--- src/hw/rtl/tmre_pkg.sv ---
`default_nettype none

package tmre_pkg;

    // Field widths
    localparam int PIX_W      = 16;
    localparam int LINE_W     = 16;
    localparam int DIM_W      = 8;
    localparam int MODE_W     = 10;
    localparam int CFG_IDX_W  = 3;
    localparam int CFG_DATA_W = 10;
    localparam int BTN_W      = 7;
    localparam int DIGIT_W    = 4;

    // The divider retires one quotient bit per cycle.
    localparam int DIV_STEPS  = PIX_W;
    localparam int CNT_W      = $clog2(DIV_STEPS);

    // Configuration register indexes
    localparam logic [CFG_IDX_W-1:0] REG_TRACKING_MODE = 3'd0;
    localparam logic [CFG_IDX_W-1:0] REG_SGR_ENABLED   = 3'd1;
    localparam logic [CFG_IDX_W-1:0] REG_CELL_WIDTH    = 3'd2;
    localparam logic [CFG_IDX_W-1:0] REG_CELL_HEIGHT   = 3'd3;
    localparam logic [CFG_IDX_W-1:0] REG_VIEW_COLUMNS  = 3'd4;
    localparam logic [CFG_IDX_W-1:0] REG_TERM_ROWS     = 3'd5;
    localparam logic [CFG_IDX_W-1:0] REG_TERM_COLUMNS  = 3'd6;

    // Configuration reset values
    localparam logic [MODE_W-1:0] RST_TRACKING_MODE = 10'd0;
    localparam logic [DIM_W-1:0]  RST_CELL_WIDTH    = 8'd8;
    localparam logic [DIM_W-1:0]  RST_CELL_HEIGHT   = 8'd16;
    localparam logic [DIM_W-1:0]  RST_VIEW_COLUMNS  = 8'd80;
    localparam logic [DIM_W-1:0]  RST_TERM_ROWS     = 8'd24;
    localparam logic [DIM_W-1:0]  RST_TERM_COLUMNS  = 8'd80;

    // Tracking mode from which drags are reported
    localparam logic [MODE_W-1:0] DRAG_MODE = 10'd1002;

    // Event actions
    localparam logic [1:0] ACT_PRESS   = 2'd0;
    localparam logic [1:0] ACT_RELEASE = 2'd1;
    localparam logic [1:0] ACT_MOVE    = 2'd2;
    localparam logic [1:0] ACT_WHEEL   = 2'd3;

    // Button identifiers
    localparam logic [1:0] BID_MIDDLE = 2'd1;
    localparam logic [1:0] BID_RIGHT  = 2'd2;

    // Button code constants
    localparam logic [BTN_W-1:0] BTN_WHEEL_UP   = 7'd64;
    localparam logic [BTN_W-1:0] BTN_WHEEL_DOWN = 7'd65;
    localparam logic [BTN_W-1:0] BTN_DRAG       = 7'd32;
    localparam logic [BTN_W-1:0] BTN_MOD_SHIFT  = 7'd4;
    localparam logic [BTN_W-1:0] BTN_MOD_ALT    = 7'd8;
    localparam logic [BTN_W-1:0] BTN_MOD_CTRL   = 7'd16;
    localparam logic [BTN_W-1:0] BTN_X10_REL    = 7'd3;
    localparam logic [8:0]       X10_OFFSET     = 9'd32;

    // Report characters
    localparam logic [7:0] CH_ESC   = 8'h1B;
    localparam logic [7:0] CH_LBRK  = 8'h5B;
    localparam logic [7:0] CH_LT    = 8'h3C;
    localparam logic [7:0] CH_SEMI  = 8'h3B;
    localparam logic [7:0] CH_UPPER = 8'h4D;
    localparam logic [7:0] CH_LOWER = 8'h6D;
    localparam logic [7:0] CH_ZERO  = 8'h30;

    // Byte slots of an SGR report; leading zero digits are skipped.
    localparam logic [CNT_W-1:0] SLOT_ESC   = 4'd0;
    localparam logic [CNT_W-1:0] SLOT_CSI   = 4'd1;
    localparam logic [CNT_W-1:0] SLOT_INTRO = 4'd2;
    localparam logic [CNT_W-1:0] SLOT_B_H   = 4'd3;
    localparam logic [CNT_W-1:0] SLOT_B_T   = 4'd4;
    localparam logic [CNT_W-1:0] SLOT_B_O   = 4'd5;
    localparam logic [CNT_W-1:0] SLOT_SEP1  = 4'd6;
    localparam logic [CNT_W-1:0] SLOT_C_H   = 4'd7;
    localparam logic [CNT_W-1:0] SLOT_C_T   = 4'd8;
    localparam logic [CNT_W-1:0] SLOT_C_O   = 4'd9;
    localparam logic [CNT_W-1:0] SLOT_SEP2  = 4'd10;
    localparam logic [CNT_W-1:0] SLOT_R_H   = 4'd11;
    localparam logic [CNT_W-1:0] SLOT_R_T   = 4'd12;
    localparam logic [CNT_W-1:0] SLOT_R_O   = 4'd13;
    localparam logic [CNT_W-1:0] SLOT_FINAL = 4'd14;

    // Byte slots of an X10 report
    localparam logic [CNT_W-1:0] SLOT_X_CODE = 4'd3;
    localparam logic [CNT_W-1:0] SLOT_X_COL  = 4'd4;
    localparam logic [CNT_W-1:0] SLOT_X_ROW  = 4'd5;

    // Controller to datapath commands
    typedef struct packed {
        logic             load;
        logic             div_step;
        logic             check;
        logic             conv;
        logic             load_out;
        logic             load_none;
        logic [CNT_W-1:0] slot;
    } dp_cmd_t;

    // Datapath to controller status
    typedef struct packed {
        logic tracking_on;
        logic emit_bytes;
        logic slot_skip;
        logic slot_last;
        logic out_busy;
    } dp_status_t;

    // Three decimal digits of an 8-bit value
    typedef struct packed {
        logic [DIGIT_W-1:0] h;
        logic [DIGIT_W-1:0] t;
        logic [DIGIT_W-1:0] o;
    } dec_t;

    // Decimal split of a value below 256. The tens digit comes from a
    // multiplication by the reciprocal of ten, exact for values below 100.
    function automatic dec_t to_dec(input logic [7:0] v);
        dec_t        d;
        logic [7:0]  rest;
        logic [14:0] prod;
        logic [6:0]  ones;
        if (v >= 8'd200)
        begin
            d.h  = 4'd2;
            rest = v - 8'd200;
        end
        else if (v >= 8'd100)
        begin
            d.h  = 4'd1;
            rest = v - 8'd100;
        end
        else
        begin
            d.h  = 4'd0;
            rest = v;
        end
        prod = {8'd0, rest[6:0]} * 15'd205;
        d.t  = prod[14:11];
        ones = rest[6:0] - 7'({3'd0, d.t} * 7'd10);
        d.o  = ones[3:0];
        return d;
    endfunction

    // Saturate a report value to one byte.
    function automatic logic [7:0] sat8(input logic [8:0] v);
        return v[8] ? 8'hFF : v[7:0];
    endfunction

endpackage

`default_nettype wire

--- src/hw/rtl/tmre_div.sv ---
`default_nettype none

module tmre_div import tmre_pkg::*;
(
    input  wire logic             clk,
    input  wire logic             start,
    input  wire logic             step,
    input  wire logic [PIX_W-1:0] dividend,
    input  wire logic [DIM_W-1:0] divisor,
    output logic      [PIX_W-1:0] quotient
);

    logic [PIX_W-1:0] quot_reg;
    logic [DIM_W-1:0] rem_reg;
    logic [DIM_W:0]   trial;
    logic [DIM_W:0]   diff;
    logic             fits;

    // One restoring step: shift in the next dividend bit and try a subtract.
    assign trial = {rem_reg, quot_reg[PIX_W-1]};
    assign diff  = trial - {1'b0, divisor};
    assign fits  = trial >= {1'b0, divisor};

    // The quotient bits replace the dividend bits as they shift out.
    always_ff @(posedge clk)
    begin
        if (start)
        begin
            quot_reg <= dividend;
            rem_reg  <= '0;
        end
        else if (step)
        begin
            rem_reg  <= fits ? diff[DIM_W-1:0] : trial[DIM_W-1:0];
            quot_reg <= {quot_reg[PIX_W-2:0], fits};
        end
    end

    assign quotient = quot_reg;

endmodule

`default_nettype wire

--- src/hw/rtl/tmre_dp.sv ---
`default_nettype none

module tmre_dp import tmre_pkg::*;
(
    input  wire logic                  clk,
    input  wire logic                  rst_n,
    input  wire logic                  cfg_we,
    input  wire logic [CFG_IDX_W-1:0]  cfg_index,
    input  wire logic [CFG_DATA_W-1:0] cfg_data,
    input  wire logic [1:0]            action,
    input  wire logic [1:0]            button_id,
    input  wire logic [PIX_W-1:0]      pixel_x,
    input  wire logic [PIX_W-1:0]      pixel_y,
    input  wire logic                  shift_held,
    input  wire logic                  alt_held,
    input  wire logic                  ctrl_held,
    input  wire logic                  wheel_up,
    input  wire logic [LINE_W-1:0]     scroll_top,
    input  wire logic [LINE_W-1:0]     history_lines,
    input  wire logic [LINE_W-1:0]     total_lines,
    input  wire dp_cmd_t               cmd,
    output dp_status_t                 status,
    output logic                       out_valid,
    input  wire logic                  out_ready,
    output logic [7:0]                 out_byte,
    output logic                       byte_valid,
    output logic                       handled,
    output logic                       last
);

    // Configuration registers
    logic [MODE_W-1:0] tracking_mode_reg;
    logic              sgr_enabled_reg;
    logic [DIM_W-1:0]  cell_width_reg;
    logic [DIM_W-1:0]  cell_height_reg;
    logic [DIM_W-1:0]  view_columns_reg;
    logic [DIM_W-1:0]  term_rows_reg;
    logic [DIM_W-1:0]  term_columns_reg;

    // Captured item
    logic [1:0]        action_reg;
    logic [1:0]        button_id_reg;
    logic              shift_reg;
    logic              alt_reg;
    logic              ctrl_reg;
    logic              wheel_up_reg;
    logic [LINE_W-1:0] scroll_top_reg;
    logic [LINE_W-1:0] history_reg;
    logic [LINE_W-1:0] total_reg;
    logic              handled_reg;

    // Button state
    logic              pressed_valid_reg;
    logic [1:0]        pressed_reg;

    // Report values and digits
    logic [DIM_W-1:0]  row_reg;
    logic [DIM_W-1:0]  col_reg;
    logic [BTN_W-1:0]  btn_reg;
    logic              emit_reg;
    dec_t              btn_dec_reg;
    dec_t              col_dec_reg;
    dec_t              row_dec_reg;

    // Output register
    logic              out_valid_reg;
    logic [7:0]        out_byte_reg;
    logic              byte_valid_reg;
    logic              handled_out_reg;
    logic              last_reg;

    logic [DIM_W-1:0]  cw_eff;
    logic [DIM_W-1:0]  ch_eff;
    logic [PIX_W-1:0]  xq;
    logic [PIX_W-1:0]  yq;

    logic [LINE_W-1:0] rmax;
    logic [LINE_W:0]   crow_sum;
    logic [LINE_W-1:0] crow;
    logic [LINE_W+1:0] row_full;
    logic              row_ok;
    logic [DIM_W-1:0]  cmax;
    logic [DIM_W-1:0]  ccol;
    logic [DIM_W:0]    col9;
    logic              col_ok;
    logic              in_range;

    logic [BTN_W-1:0]  btn_base;
    logic [BTN_W-1:0]  btn;
    logic              pv_new;
    logic [1:0]        pb_new;
    logic [1:0]        press_sel;
    logic              emit_new;

    logic [7:0]        slot_byte;
    logic              slot_skip;
    logic              slot_last;
    logic [BTN_W-1:0]  x10_code;

    // Configuration writes; indexes beyond the list are ignored.
    always_ff @(posedge clk or negedge rst_n)
    begin
        if (!rst_n)
        begin
            tracking_mode_reg <= RST_TRACKING_MODE;
            sgr_enabled_reg   <= 1'b0;
            cell_width_reg    <= RST_CELL_WIDTH;
            cell_height_reg   <= RST_CELL_HEIGHT;
            view_columns_reg  <= RST_VIEW_COLUMNS;
            term_rows_reg     <= RST_TERM_ROWS;
            term_columns_reg  <= RST_TERM_COLUMNS;
        end
        else if (cfg_we)
        begin
            case (cfg_index)
                REG_TRACKING_MODE: tracking_mode_reg <= cfg_data;
                REG_SGR_ENABLED:   sgr_enabled_reg   <= cfg_data[0];
                REG_CELL_WIDTH:    cell_width_reg    <= cfg_data[DIM_W-1:0];
                REG_CELL_HEIGHT:   cell_height_reg   <= cfg_data[DIM_W-1:0];
                REG_VIEW_COLUMNS:  view_columns_reg  <= cfg_data[DIM_W-1:0];
                REG_TERM_ROWS:     term_rows_reg     <= cfg_data[DIM_W-1:0];
                REG_TERM_COLUMNS:  term_columns_reg  <= cfg_data[DIM_W-1:0];
                default:           ;
            endcase
        end
    end

    // Capture the accepted item.
    always_ff @(posedge clk)
    begin
        if (cmd.load)
        begin
            action_reg     <= action;
            button_id_reg  <= button_id;
            shift_reg      <= shift_held;
            alt_reg        <= alt_held;
            ctrl_reg       <= ctrl_held;
            wheel_up_reg   <= wheel_up;
            scroll_top_reg <= scroll_top;
            history_reg    <= history_lines;
            total_reg      <= total_lines;
            handled_reg    <= status.tracking_on;
        end
    end

    // A cell size of zero counts as one pixel.
    assign cw_eff = (cell_width_reg == '0) ? 8'd1 : cell_width_reg;
    assign ch_eff = (cell_height_reg == '0) ? 8'd1 : cell_height_reg;

    tmre_div u_div_x
    (
        .clk      (clk),
        .start    (cmd.load),
        .step     (cmd.div_step),
        .dividend (pixel_x),
        .divisor  (cw_eff),
        .quotient (xq)
    );

    tmre_div u_div_y
    (
        .clk      (clk),
        .start    (cmd.load),
        .step     (cmd.div_step),
        .dividend (pixel_y),
        .divisor  (ch_eff),
        .quotient (yq)
    );

    // Clamp the cell to the view and map it to a one-based screen position.
    always_comb
    begin
        rmax     = (total_reg == '0) ? '0 : total_reg - 16'd1;
        crow_sum = {1'b0, scroll_top_reg} + {1'b0, yq};
        crow     = (crow_sum > {1'b0, rmax}) ? rmax : crow_sum[LINE_W-1:0];
        row_full = {2'b00, crow} - {2'b00, history_reg} + 18'd1;
        row_ok   = !row_full[LINE_W+1] && (row_full != '0)
                   && (row_full[LINE_W:0] <= {9'd0, term_rows_reg});
        cmax     = (view_columns_reg == '0) ? '0 : view_columns_reg - 8'd1;
        ccol     = (xq > {8'd0, cmax}) ? cmax : xq[DIM_W-1:0];
        col9     = {1'b0, ccol} + 9'd1;
        col_ok   = col9 <= {1'b0, term_columns_reg};
        in_range = row_ok && col_ok;
    end

    // Button code and the next pressed-button state.
    always_comb
    begin
        pv_new    = pressed_valid_reg;
        pb_new    = pressed_reg;
        btn_base  = '0;
        press_sel = 2'd0;
        if (button_id_reg == BID_RIGHT)
        begin
            press_sel = 2'd2;
        end
        else if (button_id_reg == BID_MIDDLE)
        begin
            press_sel = 2'd1;
        end
        case (action_reg)
            ACT_WHEEL:
            begin
                btn_base = wheel_up_reg ? BTN_WHEEL_UP : BTN_WHEEL_DOWN;
            end
            ACT_RELEASE:
            begin
                btn_base = pressed_valid_reg ? {5'd0, pressed_reg} : '0;
                pv_new   = 1'b0;
            end
            ACT_MOVE:
            begin
                if (pressed_valid_reg)
                begin
                    btn_base = {5'd0, pressed_reg} + BTN_DRAG;
                end
                else
                begin
                    pv_new = 1'b1;
                    pb_new = 2'd0;
                end
            end
            default:
            begin
                btn_base = {5'd0, press_sel};
                pv_new   = 1'b1;
                pb_new   = press_sel;
            end
        endcase
        btn = btn_base;
        if (action_reg != ACT_WHEEL)
        begin
            btn = btn_base + (shift_reg ? BTN_MOD_SHIFT : '0)
                + (alt_reg ? BTN_MOD_ALT : '0) + (ctrl_reg ? BTN_MOD_CTRL : '0);
        end
        emit_new = in_range
                   && !((action_reg == ACT_MOVE) && (tracking_mode_reg < DRAG_MODE));
    end

    // Pressed button, changed only by an event inside the screen.
    always_ff @(posedge clk or negedge rst_n)
    begin
        if (!rst_n)
        begin
            pressed_valid_reg <= 1'b0;
            pressed_reg       <= 2'd0;
        end
        else if (cmd.check && in_range)
        begin
            pressed_valid_reg <= pv_new;
            pressed_reg       <= pb_new;
        end
    end

    // Report values, then their decimal digits.
    always_ff @(posedge clk)
    begin
        if (cmd.check)
        begin
            row_reg  <= row_full[DIM_W-1:0];
            col_reg  <= col9[DIM_W-1:0];
            btn_reg  <= btn;
            emit_reg <= emit_new;
        end
        if (cmd.conv)
        begin
            btn_dec_reg <= to_dec({1'b0, btn_reg});
            col_dec_reg <= to_dec(col_reg);
            row_dec_reg <= to_dec(row_reg);
        end
    end

    // Byte of the current slot.
    assign x10_code = (action_reg == ACT_RELEASE) ? BTN_X10_REL : btn_reg;

    always_comb
    begin
        slot_byte = '0;
        slot_skip = 1'b0;
        slot_last = 1'b0;
        if (sgr_enabled_reg)
        begin
            case (cmd.slot)
                SLOT_ESC:   slot_byte = CH_ESC;
                SLOT_CSI:   slot_byte = CH_LBRK;
                SLOT_INTRO: slot_byte = CH_LT;
                SLOT_B_H:
                begin
                    slot_byte = CH_ZERO + {4'd0, btn_dec_reg.h};
                    slot_skip = btn_dec_reg.h == '0;
                end
                SLOT_B_T:
                begin
                    slot_byte = CH_ZERO + {4'd0, btn_dec_reg.t};
                    slot_skip = (btn_dec_reg.h == '0) && (btn_dec_reg.t == '0);
                end
                SLOT_B_O:   slot_byte = CH_ZERO + {4'd0, btn_dec_reg.o};
                SLOT_SEP1:  slot_byte = CH_SEMI;
                SLOT_C_H:
                begin
                    slot_byte = CH_ZERO + {4'd0, col_dec_reg.h};
                    slot_skip = col_dec_reg.h == '0;
                end
                SLOT_C_T:
                begin
                    slot_byte = CH_ZERO + {4'd0, col_dec_reg.t};
                    slot_skip = (col_dec_reg.h == '0) && (col_dec_reg.t == '0);
                end
                SLOT_C_O:   slot_byte = CH_ZERO + {4'd0, col_dec_reg.o};
                SLOT_SEP2:  slot_byte = CH_SEMI;
                SLOT_R_H:
                begin
                    slot_byte = CH_ZERO + {4'd0, row_dec_reg.h};
                    slot_skip = row_dec_reg.h == '0;
                end
                SLOT_R_T:
                begin
                    slot_byte = CH_ZERO + {4'd0, row_dec_reg.t};
                    slot_skip = (row_dec_reg.h == '0) && (row_dec_reg.t == '0);
                end
                SLOT_R_O:   slot_byte = CH_ZERO + {4'd0, row_dec_reg.o};
                SLOT_FINAL:
                begin
                    slot_byte = (action_reg == ACT_RELEASE) ? CH_LOWER : CH_UPPER;
                    slot_last = 1'b1;
                end
                default:    slot_skip = 1'b1;
            endcase
        end
        else
        begin
            case (cmd.slot)
                SLOT_ESC:    slot_byte = CH_ESC;
                SLOT_CSI:    slot_byte = CH_LBRK;
                SLOT_INTRO:  slot_byte = CH_UPPER;
                SLOT_X_CODE: slot_byte = sat8(X10_OFFSET + {2'b00, x10_code});
                SLOT_X_COL:  slot_byte = sat8(X10_OFFSET + {1'b0, col_reg});
                SLOT_X_ROW:
                begin
                    slot_byte = sat8(X10_OFFSET + {1'b0, row_reg});
                    slot_last = 1'b1;
                end
                default:     slot_skip = 1'b1;
            endcase
        end
    end

    // Output register: holds one result item until it is taken.
    always_ff @(posedge clk or negedge rst_n)
    begin
        if (!rst_n)
        begin
            out_valid_reg <= 1'b0;
        end
        else if (cmd.load_out || cmd.load_none)
        begin
            out_valid_reg <= 1'b1;
        end
        else if (out_ready)
        begin
            out_valid_reg <= 1'b0;
        end
    end

    always_ff @(posedge clk)
    begin
        if (cmd.load_out)
        begin
            out_byte_reg    <= slot_byte;
            byte_valid_reg  <= 1'b1;
            handled_out_reg <= 1'b1;
            last_reg        <= slot_last;
        end
        else if (cmd.load_none)
        begin
            out_byte_reg    <= '0;
            byte_valid_reg  <= 1'b0;
            handled_out_reg <= handled_reg;
            last_reg        <= 1'b1;
        end
    end

    assign out_valid  = out_valid_reg;
    assign out_byte   = out_byte_reg;
    assign byte_valid = byte_valid_reg;
    assign handled    = handled_out_reg;
    assign last       = last_reg;

    // Status towards the controller
    assign status.tracking_on = tracking_mode_reg != '0;
    assign status.emit_bytes  = emit_reg;
    assign status.slot_skip   = slot_skip;
    assign status.slot_last   = slot_last;
    assign status.out_busy    = out_valid_reg && !out_ready;

    // The pressed button only moves on the check step.
    a_pressed_hold: assert property (@(posedge clk) disable iff (!rst_n)
        !cmd.check |=> $stable({pressed_valid_reg, pressed_reg}))
        else $error("pressed button changed outside the check step");

    // An item without a byte is always the only one of its event.
    a_empty_is_last: assert property (@(posedge clk) disable iff (!rst_n)
        out_valid && !byte_valid |-> last)
        else $error("empty result item not marked last");

    // An unhandled event never produces report bytes.
    a_unhandled_empty: assert property (@(posedge clk) disable iff (!rst_n)
        out_valid && !handled |-> !byte_valid)
        else $error("report byte emitted while tracking is off");

endmodule

`default_nettype wire

--- src/hw/rtl/tmre_ctrl.sv ---
`default_nettype none

module tmre_ctrl import tmre_pkg::*;
(
    input  wire logic       clk,
    input  wire logic       rst_n,
    input  wire logic       in_valid,
    output logic            in_ready,
    input  wire dp_status_t status,
    output dp_cmd_t         cmd
);

    typedef enum logic [5:0] {
        S_IDLE  = 6'b000001,
        S_DIV   = 6'b000010,
        S_CHECK = 6'b000100,
        S_CONV  = 6'b001000,
        S_EMIT  = 6'b010000,
        S_NONE  = 6'b100000
    } state_t;

    localparam logic [CNT_W-1:0] DIV_LAST = CNT_W'(DIV_STEPS - 1);

    state_t           state_reg;
    state_t           state_next;
    logic [CNT_W-1:0] cnt_reg;
    logic [CNT_W-1:0] cnt_next;

    // Next state, counter and commands
    always_comb
    begin
        state_next = state_reg;
        cnt_next   = cnt_reg;
        cmd        = '0;
        cmd.slot   = cnt_reg;
        case (state_reg)
            S_IDLE:
            begin
                if (in_valid)
                begin
                    cmd.load   = 1'b1;
                    cnt_next   = '0;
                    state_next = status.tracking_on ? S_DIV : S_NONE;
                end
            end
            S_DIV:
            begin
                cmd.div_step = 1'b1;
                cnt_next     = cnt_reg + 1'b1;
                if (cnt_reg == DIV_LAST)
                begin
                    state_next = S_CHECK;
                end
            end
            S_CHECK:
            begin
                cmd.check  = 1'b1;
                state_next = S_CONV;
            end
            S_CONV:
            begin
                cmd.conv   = 1'b1;
                cnt_next   = '0;
                state_next = status.emit_bytes ? S_EMIT : S_NONE;
            end
            S_EMIT:
            begin
                if (status.slot_skip)
                begin
                    cnt_next = cnt_reg + 1'b1;
                end
                else if (!status.out_busy)
                begin
                    cmd.load_out = 1'b1;
                    if (status.slot_last)
                    begin
                        state_next = S_IDLE;
                    end
                    else
                    begin
                        cnt_next = cnt_reg + 1'b1;
                    end
                end
            end
            S_NONE:
            begin
                if (!status.out_busy)
                begin
                    cmd.load_none = 1'b1;
                    state_next    = S_IDLE;
                end
            end
            default:
            begin
                state_next = S_IDLE;
            end
        endcase
    end

    always_ff @(posedge clk or negedge rst_n)
    begin
        if (!rst_n)
        begin
            state_reg <= S_IDLE;
            cnt_reg   <= '0;
        end
        else
        begin
            state_reg <= state_next;
            cnt_reg   <= cnt_next;
        end
    end

    assign in_ready = state_reg == S_IDLE;

    // The divider runs exactly its full number of steps.
    a_div_len: assert property (@(posedge clk) disable iff (!rst_n)
        (state_reg == S_DIV) && (cnt_reg == DIV_LAST) |=> state_reg == S_CHECK)
        else $error("division did not end after its last step");

    // An accepted item starts either the divider or an empty result.
    a_accept_path: assert property (@(posedge clk) disable iff (!rst_n)
        in_valid && in_ready |=> (state_reg == S_DIV) || (state_reg == S_NONE))
        else $error("accepted item took an unexpected path");

    // A byte slot waiting on a full output register stays put.
    a_slot_hold: assert property (@(posedge clk) disable iff (!rst_n)
        (state_reg == S_EMIT) && !status.slot_skip && status.out_busy
        |=> (state_reg == S_EMIT) && $stable(cnt_reg))
        else $error("byte slot moved on while the output was stalled");

endmodule

`default_nettype wire

--- src/hw/rtl/terminal_mouse_report_encoder_top.sv ---
// Channel   Direction  Handshake             Payload
// in        input      in_valid / in_ready   action .. total_lines, one mouse event
// out       output     out_valid / out_ready out_byte, byte_valid, handled, last
// cfg       input      cfg_we                cfg_index, cfg_data (write only)
//
// One event at a time. With tracking off an event yields a single empty result,
// loaded into the output register once that is free. Otherwise the two pixel
// divisions run side by side in a 16-step bit-serial loop, then a range check
// and a decimal split; an event outside the screen, or a move while the mode
// is below drag mode, gives a single empty result, else the report bytes go out.
// Reset restores the configuration defaults and clears the pressed button.
// A stalled output holds the current byte; the next event is taken once the
// last result of this one is in the output register.
`default_nettype none

module terminal_mouse_report_encoder_top import tmre_pkg::*;
(
    input  wire logic                  clk,
    input  wire logic                  rst_n,
    input  wire logic                  cfg_we,
    input  wire logic [CFG_IDX_W-1:0]  cfg_index,
    input  wire logic [CFG_DATA_W-1:0] cfg_data,
    input  wire logic                  in_valid,
    output logic                       in_ready,
    input  wire logic [1:0]            action,
    input  wire logic [1:0]            button_id,
    input  wire logic [PIX_W-1:0]      pixel_x,
    input  wire logic [PIX_W-1:0]      pixel_y,
    input  wire logic                  shift_held,
    input  wire logic                  alt_held,
    input  wire logic                  ctrl_held,
    input  wire logic                  wheel_up,
    input  wire logic [LINE_W-1:0]     scroll_top,
    input  wire logic [LINE_W-1:0]     history_lines,
    input  wire logic [LINE_W-1:0]     total_lines,
    output logic                       out_valid,
    input  wire logic                  out_ready,
    output logic [7:0]                 out_byte,
    output logic                       byte_valid,
    output logic                       handled,
    output logic                       last
);

    dp_cmd_t    cmd;
    dp_status_t status;

    // Sequencer
    tmre_ctrl u_ctrl
    (
        .clk      (clk),
        .rst_n    (rst_n),
        .in_valid (in_valid),
        .in_ready (in_ready),
        .status   (status),
        .cmd      (cmd)
    );

    // Configuration, arithmetic and output register
    tmre_dp u_dp
    (
        .clk           (clk),
        .rst_n         (rst_n),
        .cfg_we        (cfg_we),
        .cfg_index     (cfg_index),
        .cfg_data      (cfg_data),
        .action        (action),
        .button_id     (button_id),
        .pixel_x       (pixel_x),
        .pixel_y       (pixel_y),
        .shift_held    (shift_held),
        .alt_held      (alt_held),
        .ctrl_held     (ctrl_held),
        .wheel_up      (wheel_up),
        .scroll_top    (scroll_top),
        .history_lines (history_lines),
        .total_lines   (total_lines),
        .cmd           (cmd),
        .status        (status),
        .out_valid     (out_valid),
        .out_ready     (out_ready),
        .out_byte      (out_byte),
        .byte_valid    (byte_valid),
        .handled       (handled),
        .last          (last)
    );

endmodule

`default_nettype wire
--- config.mk ---
export PLATFORM = sky130hd
export DESIGN_NAME = terminal_mouse_report_encoder_top
export DESIGN_NICKNAME = d
export VERILOG_FILES = /design/src/hw/rtl/tmre_pkg.sv /design/src/hw/rtl/tmre_div.sv /design/src/hw/rtl/tmre_dp.sv /design/src/hw/rtl/tmre_ctrl.sv /design/src/hw/rtl/terminal_mouse_report_encoder_top.sv
export SDC_FILE = /design/constraint.sdc
export NUM_CORES = 1
export LEC_CHECK = 0
export BUFFER_PORTS_ARGS = -buffer_cell sky130_fd_sc_hd__buf_2
export CELL_PAD_IN_SITES_DETAIL_PLACEMENT = 2
export CELL_PAD_IN_SITES_GLOBAL_PLACEMENT = 2
export CORE_MARGIN = 4
export CORE_UTILIZATION = 44
export CTS_BUF_LIST = sky130_fd_sc_hd__clkbuf_8
export DETAILED_ROUTE_END_ITERATION = 10
export GPL_TIMING_DRIVEN = 0
export PLACE_DENSITY = 0.94
export SYNTH_ARGS = -nofsm -noshare
export SYNTH_HDL_FRONTEND = slang
export SYNTH_SLANG_ARGS = --single-unit
export TNS_END_PERCENT = 20
--- constraint.sdc ---
create_clock -name clk -period 14.72 [get_ports clk]
set_clock_uncertainty 0.15 [all_clocks]
set_input_delay 4.416 -clock clk [delete_from_list [all_inputs] [get_ports clk]]
set_output_delay 4.416 -clock clk [all_outputs]
set_load 0.1 [all_outputs]
Yosys cells after proc, flatten, opt, wreduce, memory -nomap -nowiden
Index checks and enable logic that the tools add are counted.

Register bits: 241. Logic and storage cells: 267. Bits of input ports: 106. Output and inout port bits: 13.

Magnitude comparators: 13. Multiply operators: 6. Mux-type cells: 80. Bitwise operators: 2. Eq/ne operators: 42. Reduce and logical (&&, ||, !) cells: 47. $add $sub $neg: 34.

Operators with widths (count): $pmux W8 S14 (1); $mux W16 (6); $mux W8 (12); $mux W7 (12); $add A6 B4 Y7 const A (9); $mux W6 (9); $pmux W8 S6 (1); $mul A7 B8 Y15 const B (3); $sub A7 B7 Y7 const B (6); $pmux W6 S6 (1); $eq A4 B4 Y1 const B (8); $logic_not A4 Y1 (7); $logic_not A8 Y1 (3); $mux W1 (23); $add A7 B7 Y7 (3); $pmux W7 S3 (1); $mux W4 (5); $add A18 B1 Y18 const B (1); $add A6 B8 Y9 const A (2); $ge A9 B8 Y1 (2); $reduce_bool A18 Y1 (1); $add A16 B16 Y17 (1); $gt A17 B16 Y1 (1); $le A17 B8 Y1 (1); 57 further kinds (105).

Logic depth before layout (Yosys ltp)
Gate-level depths: netlist of the first run.

Depth in word-level cells: 12. Mapped depth: 37. Mapped depth without buffers: 35.

Hierarchy
A second synthesis of the first run with hierarchy kept.

Cells, all modules: 1741. Area, all modules: 17795.8 sq um.

Modules (own cells, without submodules): tmre_dp (cells an instance 1416, sequential area each 4999.8 sq um, area an instance 14261.2 sq um, instances 1); tmre_div (cells an instance 127, sequential area each 640.6 sq um, area an instance 1437.6 sq um, instances 2); tmre_ctrl (cells an instance 71, sequential area each 251.5 sq um, area an instance 659.4 sq um, instances 1).

Worst setup path after synthesis of the first run
Ideal clock, no wire load.

Kind: reg2reg. Start point: register u_dp.u_div_y.quot_reg[1] (netlist: u_dp.u_div_y.quotient[1]). End point: register u_dp.pressed_reg[0]. Slack: 6507 ps. Cell stages (with the launch flop): 37. Required time: 14445 ps. Setup time: 125 ps. Clock period less this slack: 8213 ps. Buffers on the path: 2. Arrival time: 7938 ps. Cell sequence: edfxtp_1 -> ha_1 -> a21o_1 -> a21oi_1 -> o21ai_0 -> a211oi_1 -> o31ai_1 -> o41ai_1 -> o21bai_1 -> a21oi_1 -> xor2_1 -> inv_1 -> ha_1 -> nand3_1 -> o22ai_1 -> nor3_1 -> mux2i_1 -> a22o_1 -> clkbuf_1 -> buf_1 -> mux2i_1 -> ha_1 -> fa_1 -> xnor2_1 -> nand2_1 -> or3_1 -> xor2_1 -> ha_1 -> a2111oi_0 -> o21ai_0 -> o2111ai_1 -> a21oi_1 -> a41oi_1 -> o2111ai_1 -> a2111oi_0 -> o2111ai_1 -> mux2_2.

Cells in the longest elaborated chain, start to end: 11. Elaborated cells on any way between the ends: 13. Classes of those cells: add/sub: 3; order compare: 2; mux: 1; reduce/logical: 7.

Ends and longest elaborated chain: start, declared (RTL line tmre_div.sv:13) `logic [PIX_W-1:0] quot_reg;`; start signal, assigned (RTL line tmre_div.sv:29) `quot_reg <= dividend;`; start signal, assigned (RTL line tmre_div.sv:35) `quot_reg <= {quot_reg[PIX_W-2:0], fits};`; $add A16 B16 Y17 * (RTL line tmre_dp.sv:174) `crow_sum = {1'b0, scroll_top_reg} + {1'b0, yq};`; $gt A17 B16 Y1 (RTL line tmre_dp.sv:175) `crow = (crow_sum > {1'b0, rmax}) ? rmax : crow_sum[LINE_W-1:0];`; $mux W16 * (RTL line tmre_dp.sv:175); $sub A16 B16 Y17 * (RTL line tmre_dp.sv:176) `row_full = {2'b00, crow} - {2'b00, history_reg} + 18'd1;`; $add A18 B1 Y18 * (RTL line tmre_dp.sv:176); net u_dp.row_full[5] (RTL line tmre_dp.sv:80) `logic [LINE_W+1:0] row_full;`; branches (longest 2 deep; another with $le A17 B8 Y1); $logic_and A1 B1 Y1 * (RTL line tmre_dp.sv:178) `&& (row_full[LINE_W:0] <= {9'd0, term_rows_reg});`; $logic_and A1 B1 Y1 * (RTL line tmre_dp.sv:183) `in_range = row_ok && col_ok;`; $logic_and A1 B1 Y1 * (RTL line tmre_dp.sv:248) `else if (cmd.check && in_range)`; $reduce_and A3 Y1 (no source line) *; end signal, assigned (RTL line tmre_dp.sv:251) `pressed_reg <= pb_new;`; end, declared (RTL line tmre_dp.sv:54) `logic [1:0] pressed_reg;`.

Mark *: on every way through the listed nets, which the timed path passes. A chain may end at the register's enable or synchronous reset.

Worst setup path after layout of the first run
Start point: register u_dp.u_div_y.quot_reg[1] (netlist: u_dp.u_div_y.quotient[1]). End point: register u_dp.emit_reg (data pin).

Cells in the longest elaborated chain, start to end: 10. Elaborated cells on any way between the ends: 12. Classes of those cells: add/sub: 3; order compare: 2; mux: 1; reduce/logical: 6.

Ends and longest elaborated chain: $add A16 B16 Y17 * (RTL line tmre_dp.sv:174); $gt A17 B16 Y1 (RTL line tmre_dp.sv:175); $mux W16 * (RTL line tmre_dp.sv:175); $sub A16 B16 Y17 * (RTL line tmre_dp.sv:176); $add A18 B1 Y18 * (RTL line tmre_dp.sv:176); net u_dp.row_full[7] (RTL line tmre_dp.sv:80); branches (longest 2 deep; another with $le A17 B8 Y1); $logic_and A1 B1 Y1 * (RTL line tmre_dp.sv:178); $logic_and A1 B1 Y1 * (RTL line tmre_dp.sv:183); $logic_and A1 B1 Y1 * (RTL line tmre_dp.sv:237) `&& !((action_reg == ACT_MOVE) && (tracking_mode_reg < DRAG_MODE));`; net u_dp.emit_new (RTL line tmre_dp.sv:93) `logic emit_new;`; end signal, assigned (RTL line tmre_dp.sv:263) `emit_reg <= emit_new;`; end, declared (RTL line tmre_dp.sv:60) `logic emit_reg;`.

Marks and branches as above.

==> flow_summary_export.csv, run 1 <==
group,metric,value,unit
worst_setup_path,critPathKind,"reg -> reg",
worst_setup_path,r2r_start,"u_dp.u_div_y.quotient[1]$_DFFE_PP_",
route,ant_nets,0,
global_route,grt_pass1_wl,113000,um
global_route,grt_antenna_before_repair,2,
sta,finalSetupViolCount,0,
route,remaining_drc_errors,0,
worst_setup_path,cp.required,14.92,ns
die,ios,119,
global_route,grt_max_degree,67,
global_route,overflow,0,
worst_setup_path,critical_path.max_stage_delay,0.93,ns
power,p_comb_share,66.6,%
worst_setup_path,cp_max_fo,10,
route,post_drt_wl_per_cell,30.6,um
power,p_clk_share,12.8,%
layout,drive_gt1_share,14.5,%
clock_network,clk_transition_reported_paths,0.07,ns
layout,area_growth,12.4,%
worst_setup_path,crit_path_start_kind,"flop",
worst_setup_path,critPathBufInv,3,
worst_setup_path,path_common_cell,"ha_1",
clock_network,cts_root_buffer,"clkbuf_8",
die,row_count,71,
yosys,yosysUniqueCellTypes,77,
clock_network,cts_sinks,234,
route,drtPass1Iterations,5,
yosys,ys_ff_latch,234,
worst_setup_path,critical-path-top-delay-family,"compound AO/OA/AOI/OAI gates",
global_route,grt_pass1_vias,17900,
yosys,synth_ff_type,"edfxtp_1",
power,sw_frac_of_total,52.8,%
worst_setup_path,arrival,11.91,ns
yosys,syn_area,17000,um2
worst_setup_path,critPathSlowestCell,"a2111oi_0",
sta,slew_headroom,10.2,%
worst_setup_path,rrSetupSlack,3.02,ns
clock_network,cts_buffer_depth,3,
power,p_int,2.43,mW
yosys,synth_edf_count,151,
route,drt_iter0_markers,1002,
place,dpl.hpwl,49900,um
power,pwr-share-seq,20.6,%
yosys,syn_nets,2084,
place,dp_slack,3.95,ns
sta,tightestPinTransition,1.35,ns
sta,rsz0062_at_grt,"no",
place,postPlaceCellArea,18300,um2
sta,fin_crit_sh,79.5,%
yosys,synthArstFlopShare,27.8,%
worst_setup_path,end_kind,"flop",
route,routed_wl,74900,um
route,via_per_inst,6.26,
die,die_y,205,um
clock_network,cts_hold_buf,0,
hold_path,hold_path_class,"reg -> reg",
clock_network,cts_buffers,45,
clock_network,htreeDepth,2,
sta,finalSetupTns,0,ns
place,gp_congestion,0.908,
die,die_w,205,um
hold_path,hold_start,"u_dp.byte_valid$_SDFFE_PP1P_",
layout,nFillCells,3925,
yosys,synth_warnings,0,
die,coreArea,37900,um2
global_route,grt_usage,35.4,%
clock_network,cts_setup_buffers,0,
sta,setup_slack,3.02,ns
sta,fin_crit,11.70,ns
yosys,ys_seq_area_share,38.3,%
die,die-area,41900,um2
sta,timing.fmax,85.4,MHz
layout,fin_area,19200,um2
place,port_buffers,116,
power,peakVddDrop,0.141,mV
clock_network,clock_latency,0.66,ns
sta,maxSlewViolCount,0,
clock_network,cts_tree,"done",
status,status,"completed",
clock_network,postCtsResizedCells,0,
power,switchingPower,2.72,mW
power,power.leakage,8.59,nW
route,vias,15300,
run,max_cap_violations,0,
yosys,postSynthAreaPerCell,9.83,um2
sta,hold_violations,0,
layout,nets,2251,
die,start_util,44.9,%
worst_setup_path,cp-startpoint,"u_dp.u_div_y.quotient[1]$_DFFE_PP_",
yosys,postSynthCellCount,1733,
power,power_density,269,nW/um2
-- metrics by stage --
step / instances / hold slack (ns) / utilization [%] / power, mW
final: 2446 / 0.296 / 50.5 / 5.15
after global routing: 2446 / 0.318 / 50.5 / 5.38
after CTS: 2445 / 0.301 / 50.5 / 5.05
after detailed placement: 2364 / 0.293 / 48.3 / 4.12
after global placement: 2360 / 0.277 / 48.1 / 3.73
after floorplan: 1733 / 0.276 / - / 3.15
-- cell usage after synthesis (11+ instances only) --
library cell / count / area (um2)
ha_1: 214 / 2680
nand2_1: 192 / 721
inv_1: 178 / 668
edfxtp_1: 151 / 4530
nor2_1: 105 / 394
o21ai_0: 103 / 515
a21oi_1: 81 / 405
mux2_2: 65 / 732
dfrtp_1: 56 / 1400
xnor2_1: 56 / 490
clkbuf_1: 39 / 146
nand3_1: 35 / 175
nor3_1: 32 / 160
fa_1: 31 / 621
xor2_1: 30 / 263
nor2b_1: 26 / 163
mux2i_1: 23 / 230
nand2b_1: 21 / 131
dfxtp_1: 18 / 360
o22ai_1: 16 / 100
a21o_1: 15 / 113
a31oi_1: 15 / 93.8
nand4_1: 15 / 93.8
and3_1: 14 / 87.6
nor4_1: 14 / 87.6
and2_1: 13 / 81.3
o21a_1: 13 / 97.6
or2_2: 11 / 68.8
-- power groups by stage --
stage | clock network (mW) | logic (mW) | registers (mW)
2_1_floorplan | 0 | 2.14 | 1.01
3_3_place_gp | 0 | 2.70 | 1.03
3_5_place_dp | 0 | 3.07 | 1.05
4_1_cts | 0.663 | 3.33 | 1.05
5_1_grt | 0.689 | 3.63 | 1.06
6_report | 0.659 | 3.43 | 1.06
-- layout by cell type (no fill, tap or decap), types with 6 or more instances in the layout --
| cell | count |
|---|---|
| a211oi_1 | 8 |
| a21o_1 | 15 |
| a21oi_1 | 81 |
| a22o_1 | 7 |
| a31oi_1 | 15 |
| and2_1 | 13 |
| and3_1 | 14 |
| buf_2 | 117 |
| clkbuf_1 | 38 |
| clkbuf_8 | 50 |
| clkinv_1 | 8 |
| dfrtp_1 | 56 |
| dfstp_2 | 9 |
| dfxtp_1 | 18 |
| edfxtp_1 | 151 |
| fa_1 | 31 |
| ha_1 | 214 |
| inv_1 | 196 |
| mux2_2 | 65 |
| mux2i_1 | 23 |
| nand2_1 | 192 |
| nand2b_1 | 21 |
| nand3_1 | 35 |
| nand4_1 | 15 |
| nor2_1 | 105 |
| nor2b_1 | 26 |
| nor3_1 | 31 |
| nor3b_1 | 8 |
| nor4_1 | 14 |
| o2111ai_1 | 6 |
| o21a_1 | 13 |
| o21ai_0 | 103 |
| o21bai_1 | 7 |
| o22ai_1 | 16 |
| o31ai_1 | 7 |
| or2_2 | 11 |
| xnor2_1 | 56 |
| xor2_1 | 30 |
-- worst register-to-register path, delay by kind of cell, from the launching register on --
family	cells	cell delay, ns
DFF	1	0.43
muxes	2	0.46
adders and majority gates	5	1.75
and+or+nand+nor	7	1.64
buffers and inverters	3	1.14
xor gates and xnor gates	3	0.85
AOI/OAI and AO/OA	16	4.99
-- per-layer routing --
layer  wire length (um)  track usage, %  vias to the layer above
met5                 13               0                        -
met4               5170            21.2                        2
met3               3920            5.51                      328
met2              39000            65.5                      722
met1              26800            37.9                     7770
li1                   -               -                     6501
-- cells by family after synthesis --
kind of cell / after synthesis / synth area share [%]
xor gates and xnor gates: 87 / 4.55
buffers and inverters: 223 / 4.93
AOI/OAI and AO/OA: 331 / 12.1
muxes: 88 / 5.65
DFF: 234 / 38.3
adders and majority gates: 245 / 19.4
and+or+nand+nor: 525 / 15.1
-- final cells by class --
| type | count | area (um2) | area share (%) |
|---|---|---|---|
| Multi-Input combinational cell | 1276 | 9690 | 50.6 |
| Sequential cell | 234 | 6530 | 34.1 |
| Clock buffer | 50 | 688 | 3.59 |
| Inverter | 179 | 672 | 3.51 |
| Tap cell | 511 | 639 | 3.34 |
| Timing Repair Buffer | 120 | 628 | 3.28 |
| Buffer | 44 | 171 | 0.895 |
| Clock inverter | 31 | 134 | 0.699 |
| Antenna cell | 1 | 2.50 | 0.0131 |
-- final timing paths --
check,depth (start not counted),end
setup / recovery,36,u_dp.emit_reg$_DFFE_PP_
hold / removal,2,u_dp.byte_valid$_SDFFE_PP1P_
setup reg to reg,36,u_dp.emit_reg$_DFFE_PP_
hold reg to reg,2,u_dp.byte_valid$_SDFFE_PP1P_
max in group asynchronous,1,u_dp.pressed_reg[1]$_DFFE_PN0P_
min in group asynchronous,1,u_dp.term_rows_reg[1]$_DFFE_PN0P_
(Power assumes the default switching activity.)
==> run 2, diff against run 1 <==
--- a/config.mk
+++ b/config.mk
@@ -9,11 +9,11 @@
 export CELL_PAD_IN_SITES_DETAIL_PLACEMENT = 2
 export CELL_PAD_IN_SITES_GLOBAL_PLACEMENT = 2
 export CORE_MARGIN = 4
-export CORE_UTILIZATION = 44
+export CORE_UTILIZATION = 41
 export CTS_BUF_LIST = sky130_fd_sc_hd__clkbuf_8
 export DETAILED_ROUTE_END_ITERATION = 10
 export GPL_TIMING_DRIVEN = 0
-export PLACE_DENSITY = 0.94
+export PLACE_DENSITY = 0.89
 export SYNTH_ARGS = -nofsm -noshare
 export SYNTH_HDL_FRONTEND = slang
 export SYNTH_SLANG_ARGS = --single-unit
==> constraint.sdc (replaced) <==
create_clock -name clk -period 10.93 [get_ports clk]
set_clock_uncertainty 0.15 [all_clocks]
set_input_delay 3.279 -clock clk [delete_from_list [all_inputs] [get_ports clk]]
set_output_delay 3.279 -clock clk [all_outputs]
set_load 0.1 [all_outputs]
==> run 2 against run 1 <==
Power up 29%. Combinational power up 27%. Clock power up 31%. Largest power group unchanged. Core utilization down 3.6 points. Hold slack better by 0.027 ns. Final cell count up 0.53%.
==> flow_summary_export.csv, run 2 (same netlist as run 1, synthesis figures left out) <==
group,metric,value,unit
place,port_buffers,116,
route,vias,14500,
die,die-area,44900,um2
worst_setup_path,cp_max_fo,10,
worst_setup_path,path_common_cell,"ha_1",
clock_network,htreeDepth,2,
worst_setup_path,cp.required,11.17,ns
sta,maxSlewViolCount,0,
place,gp_congestion,0.879,
route,ant_nets,0,
sta,hold_violations,0,
clock_network,cts_root_buffer,"clkbuf_8",
sta,finalSetupTns,0,ns
layout,drive_gt1_share,14.7,%
route,routed_wl,64400,um
die,coreArea,40900,um2
layout,layout_commonest_cell,"ha_1",
sta,fin_crit,10.35,ns
layout,fin_area,19200,um2
clock_network,cts_setup_buffers,0,
die,ios,119,
power,p_comb_share,65.8,%
sta,finalSetupViolCount,0,
global_route,overflow,0,
global_route,grt_usage,28.6,%
sta,rsz0062_at_grt,"no",
run,max_cap_violations,0,
layout,nets,2249,
clock_network,cts_sinks,234,
die,die_y,212,um
clock_network,cts_buffer_depth,3,
global_route,grt_pass1_vias,17000,
power,pwr-share-seq,21.2,%
power,power.leakage,8.58,nW
layout,diodes,0,
die,row_count,74,
global_route,grt_max_degree,67,
power,switchingPower,3.38,mW
worst_setup_path,critPathSlowestCell,"a2111oi_2",
clock_network,cts_hold_buf,0,
clock_network,cts_tree,"done",
worst_setup_path,end_kind,"flop",
clock_network,clk_transition_reported_paths,0.06,ns
power,peakVddDrop,0.210,mV
global_route,grt_pass1_wl,99700,um
worst_setup_path,critical_path.max_stage_delay,0.54,ns
route,drtPass1Iterations,5,
power,power_density,346,nW/um2
worst_setup_path,critPathKind,"reg -> reg",
die,start_util,41.6,%
worst_setup_path,crit_path_start_kind,"flop",
global_route,grt_antenna_before_repair,2,
route,remaining_drc_errors,0,
layout,mostFrequentLayoutCells,"ha_1 (214), inv_1 (195), nand2_1 (192), edfxtp_1 (151), buf_2 (118)",
clock_network,clock_latency,0.65,ns
clock_network,cts_buffers,44,
die,die_w,212,um
sta,tightestPinTransition,1.39,ns
sta,slew_headroom,7.48,%
route,drt_iter0_markers,834,
status,status,"completed",
hold_path,hold_path_class,"reg -> reg",
sta,fin_crit_sh,94.7,%
route,post_drt_wl_per_cell,26.2,um
power,p_int,3.27,mW
sta,timing.fmax,96.6,MHz
power,p_clk_share,13.0,%
place,postPlaceCellArea,18400,um2
place,dpl.hpwl,44300,um
route,via_per_inst,5.90,
worst_setup_path,arrival,10.59,ns
sta,holdWs,0.323,ns
power,sw_frac_of_total,50.9,%
layout,area_growth,12.6,%
run 2: cell types whose count changed in the layout (fill, tap and decap cells not counted), sizes merged:
cell and change:
clkinv -4, clkbuf -2, bufinv +1, inv -3, diode -1, clkinvlp +1
run 2: path summary, 6_finish.rpt:
check / slack [ns] / cells past startpoint / to / from
max in group asynchronous: 7.36 / 1 / u_dp.pressed_reg[0]$_DFFE_PN0P_ / rst_n
min in group asynchronous: 2.64 / 1 / u_dp.cell_width_reg[7]$_DFFE_PN0P_ / rst_n
setup reg to reg: 0.58 / 35 / u_dp.emit_reg$_DFFE_PP_ / u_dp.u_div_y.quotient[0]$_DFFE_PP_
setup / recovery: 0.58 / 35 / u_dp.emit_reg$_DFFE_PP_ / u_dp.u_div_y.quotient[0]$_DFFE_PP_
hold / removal: 0.32 / 2 / u_dp.byte_valid$_SDFFE_PP1P_ / u_dp.byte_valid$_SDFFE_PP1P_
hold reg to reg: 0.32 / 2 / u_dp.byte_valid$_SDFFE_PP1P_ / u_dp.byte_valid$_SDFFE_PP1P_
run 2: critical path, delay by kind of cell, from the launching register on:
kind	cells	cell delay, ns
DFF	1	0.45
muxes	2	0.43
buffers and inverters	2	0.48
and+or+nand+nor	8	1.79
adders and majority gates	5	1.66
AOI/OAI and AO/OA	16	4.63
xor gates and xnor gates	2	0.54
run 2: power by group through the flow:
stage / Sequential (mW) / Combinational [mW] / Clock, mW
floorplan: 1.36 / 2.88 / 0
global placement: 1.39 / 3.65 / 0
detailed placement: 1.41 / 4.06 / 0
CTS: 1.40 / 4.31 / 0.882
global route: 1.42 / 4.73 / 0.919
finish: 1.41 / 4.37 / 0.864
run 2: layout make-up:
type                    count  area, um2
flip-flops and latches    234       6530
clock inverters            26        146
inverters                 179        672
well taps                 532        666
repair buffers            120        628
multi-input cells        1276       9710
fillers                  4379      21700
clock buffers              49        674
plain buffers              43        169
run 2: per-layer routing:
layer | track usage [%] | vias to the layer above | part of all wire, %
li1 | - | 6487 | -
met1 | 31.5 | 7282 | 38
met2 | 52.0 | 502 | 51
met3 | 4.62 | 234 | 4.1
met4 | 16.5 | 2 | 6.4
met5 | 0 | - | 0.020
run 2: repair_timing:
| item | 4_1_cts | 5_1_grt |
|---|---|---|
| hold endpoints to repair | 0 | 0 |
| endpoints found under the setup margin | 1 | 2 |
| gates resized for setup | 3 | 2 |
run 2: through the flow:
stage / power, mW / instances / setup WS [ns] / utilization (%)
floorplan: 4.24 / 1733 / 2.72 / -
global placement: 5.04 / 2381 / 0.840 / 44.7
detailed placement: 5.46 / 2385 / 0.119 / 44.8
CTS: 6.60 / 2460 / 0.172 / 46.9
global route: 7.07 / 2459 / 0.106 / 46.9
finish: 6.64 / 2459 / 0.578 / 46.9
==> run 3, diff against run 2 <==
--- a/config.mk
+++ b/config.mk
@@ -14,6 +14,7 @@
 export DETAILED_ROUTE_END_ITERATION = 10
 export GPL_TIMING_DRIVEN = 0
 export PLACE_DENSITY = 0.89
+export SLEW_MARGIN = 20
 export SYNTH_ARGS = -nofsm -noshare
 export SYNTH_HDL_FRONTEND = slang
 export SYNTH_SLANG_ARGS = --single-unit
==> constraint.sdc (replaced) <==
create_clock -name clk -period 10.2 [get_ports clk]
set_clock_uncertainty 0.15 [all_clocks]
set_input_delay 3.06 -clock clk [delete_from_list [all_inputs] [get_ports clk]]
set_output_delay 3.06 -clock clk [all_outputs]
set_load 0.1 [all_outputs]
==> run 3 against run 2 <==
Die area unchanged. Power up 11%. Worst setup slack got worse by 0.49 ns. Hold slack worse by 0.0036 ns. Critical endpoint unchanged. Largest cell class unchanged.
==> flow_summary_export.csv, run 3 (same netlist as run 1, synthesis figures left out) <==
group,metric,value,unit
clock_network,cts_buffers,45,
route,vias,14500,
status,status,"completed",
worst_setup_path,cp-startpoint,"u_dp.u_div_y.quotient[0]$_DFFE_PP_",
power,power_density,382,nW/um2
route,via_per_inst,5.88,
worst_setup_path,cp.required,10.43,ns
route,drtPass1Iterations,5,
power,p_int,3.59,mW
sta,fin_crit,10.11,ns
die,die-area,44900,um2
layout,diodes,0,
hold_path,hold_start,"u_dp.byte_valid$_SDFFE_PP1P_",
global_route,grt_pass1_vias,16900,
place,dp_slack,-0.849,ns
global_route,grt_antenna_before_repair,0,
global_route,grt_usage,28.2,%
clock_network,clock_latency,0.66,ns
sta,holdWs,0.319,ns
layout,nets,2254,
route,post_drt_wl_per_cell,26.1,um
layout,area_growth,13.5,%
route,drt_iter0_markers,696,
power,p_clk_share,12.9,%
power,peakVddDrop,0.224,mV
run,max_cap_violations,0,
worst_setup_path,arrival,10.34,ns
sta,slew_headroom,30.9,%
die,coreArea,40900,um2
power,p_comb_share,66.7,%
clock_network,htreeDepth,2,
layout,drive_gt1_share,15.6,%
sta,tightestPinTransition,1.04,ns
sta,finalSetupTns,0,ns
place,gp_congestion,0.879,
worst_setup_path,critPathSlowestCell,"edfxtp_1",
sta,timing.fmax,98.9,MHz
place,port_buffers,116,
power,power.leakage,8.65,nW
clock_network,cts_root_buffer,"clkbuf_8",
worst_setup_path,cp_max_fo,10,
hold_path,hold_path_class,"reg -> reg",
sta,finalSetupViolCount,0,
sta,hold_violations,0,
place,dpl.hpwl,45100,um
worst_setup_path,r2r_start,"u_dp.u_div_y.quotient[0]$_DFFE_PP_",
worst_setup_path,critical_path.max_stage_delay,0.50,ns
sta,maxSlewViolCount,0,
die,start_util,41.6,%
route,routed_wl,64400,um
layout,layout_commonest_cell,"ha_1",
worst_setup_path,end_kind,"flop",
die,die_y,212,um
global_route,grt_pass1_wl,98400,um
power,pwr-share-seq,20.3,%
clock_network,cts_hold_buf,0,
sta,fin_crit_sh,99.1,%
clock_network,cts_tree,"done",
power,power,7.39,mW
power,sw_frac_of_total,51.4,%
layout,mostFrequentLayoutCells,"ha_1 (214), inv_1 (194), nand2_1 (192), edfxtp_1 (151), buf_2 (118)",
route,ant_nets,0,
die,die_w,212,um
layout,fin_util,47.2,%
sta,setup_slack,0.0909,ns
global_route,overflow,0,
die,ios,119,
worst_setup_path,critPathKind,"reg -> reg",
route,remaining_drc_errors,0,
clock_network,cts_sinks,234,
clock_network,clk_transition_reported_paths,0.07,ns
die,row_count,74,
clock_network,cts_buffer_depth,3,
worst_setup_path,crit_path_start_kind,"flop",
global_route,grt_max_degree,57,
worst_setup_path,path_common_cell,"ha_1",
power,switchingPower,3.80,mW
==> run 3: changes by cell type in the layout (fill, tap and decap cells not counted), moves of 2 or more <==
cell      delta
a21oi_1      -2
o21ai_1      +2
a21oi_2      +2
o21ai_0      -2
clkinv_2     +5
buf_4        +6
buf_6        -4
==> run 3: layout make-up <==
class                           instances  area, um2
Fill cell                            4361      21600
Multi-Input combinational cell       1276       9750
Sequential cell                       234       6530
Timing Repair Buffer                  124        676
Clock buffer                           49        674
Inverter                              179        672
Tap cell                              532        666
Clock inverter                         33        196
Buffer                                 43        170
==> run 3: what timing repair did <==
action | 4_1_cts | 5_1_grt
cloned | 0 | 0
gates resized for setup | 7 | 11
endpoints found under the setup margin | 4 | 4
pin swaps | 0 | 1
setup buffers | 0 | 1
==> run 3: final timing paths <==
kind | endpoint | slack [ns] | cells past startpoint
worst max-delay path | u_dp.emit_reg$_DFFE_PP_ | 0.09 | 36
worst min-delay path | u_dp.byte_valid$_SDFFE_PP1P_ | 0.32 | 2
worst max register to register | u_dp.emit_reg$_DFFE_PP_ | 0.09 | 36
worst min register to register | u_dp.byte_valid$_SDFFE_PP1P_ | 0.32 | 2
max in group asynchronous | u_ctrl.state_reg[0]$_DFFE_PN1P_ | 6.97 | 2
min in group asynchronous | u_dp.term_rows_reg[0]$_DFFE_PN0P_ | 2.26 | 1
==> run 3: worst max-delay path: cells and delay by family, from the launching register on <==
kind	cells	cell delay, ns
adders and majority gates	5	1.61
muxes	1	0.19
DFF	1	0.50
AOI/OAI and AO/OA	21	5.25
and+or+nand+nor	4	1.02
buffers and inverters	2	0.35
xor gates and xnor gates	3	0.79
==> run 3: power groups by stage <==
stage          registers [mW]  logic [mW]  clock network, mW
3_3_place_gp             1.49        3.92                  0
6_report                 1.50        4.93              0.955
2_1_floorplan            1.45        3.09                  0
5_1_grt                  1.52        5.28               1.01
3_5_place_dp             1.50        4.41                  0
4_1_cts                  1.50        4.72              0.967
==> run 3: through the flow <==
step           area [um2]  cells
5_1_grt             19300   2470
6_report            19300   2470
3_3_place_gp        18300   2381
3_5_place_dp        18400   2388
2_1_floorplan       17000   1733
4_1_cts             19300   2469
==> run 3: per-layer routing <==
| layer | up-vias | share of wire [%] | global-route usage [%] |
|---|---|---|---|
| met3 | 189 | 4.4 | 5.31 |
| met1 | 7367 | 38 | 31.4 |
| met2 | 451 | 52 | 51.5 |
| met5 | - | 0 | 0 |
| met4 | 0 | 5.2 | 13.6 |
| li1 | 6507 | - | - |
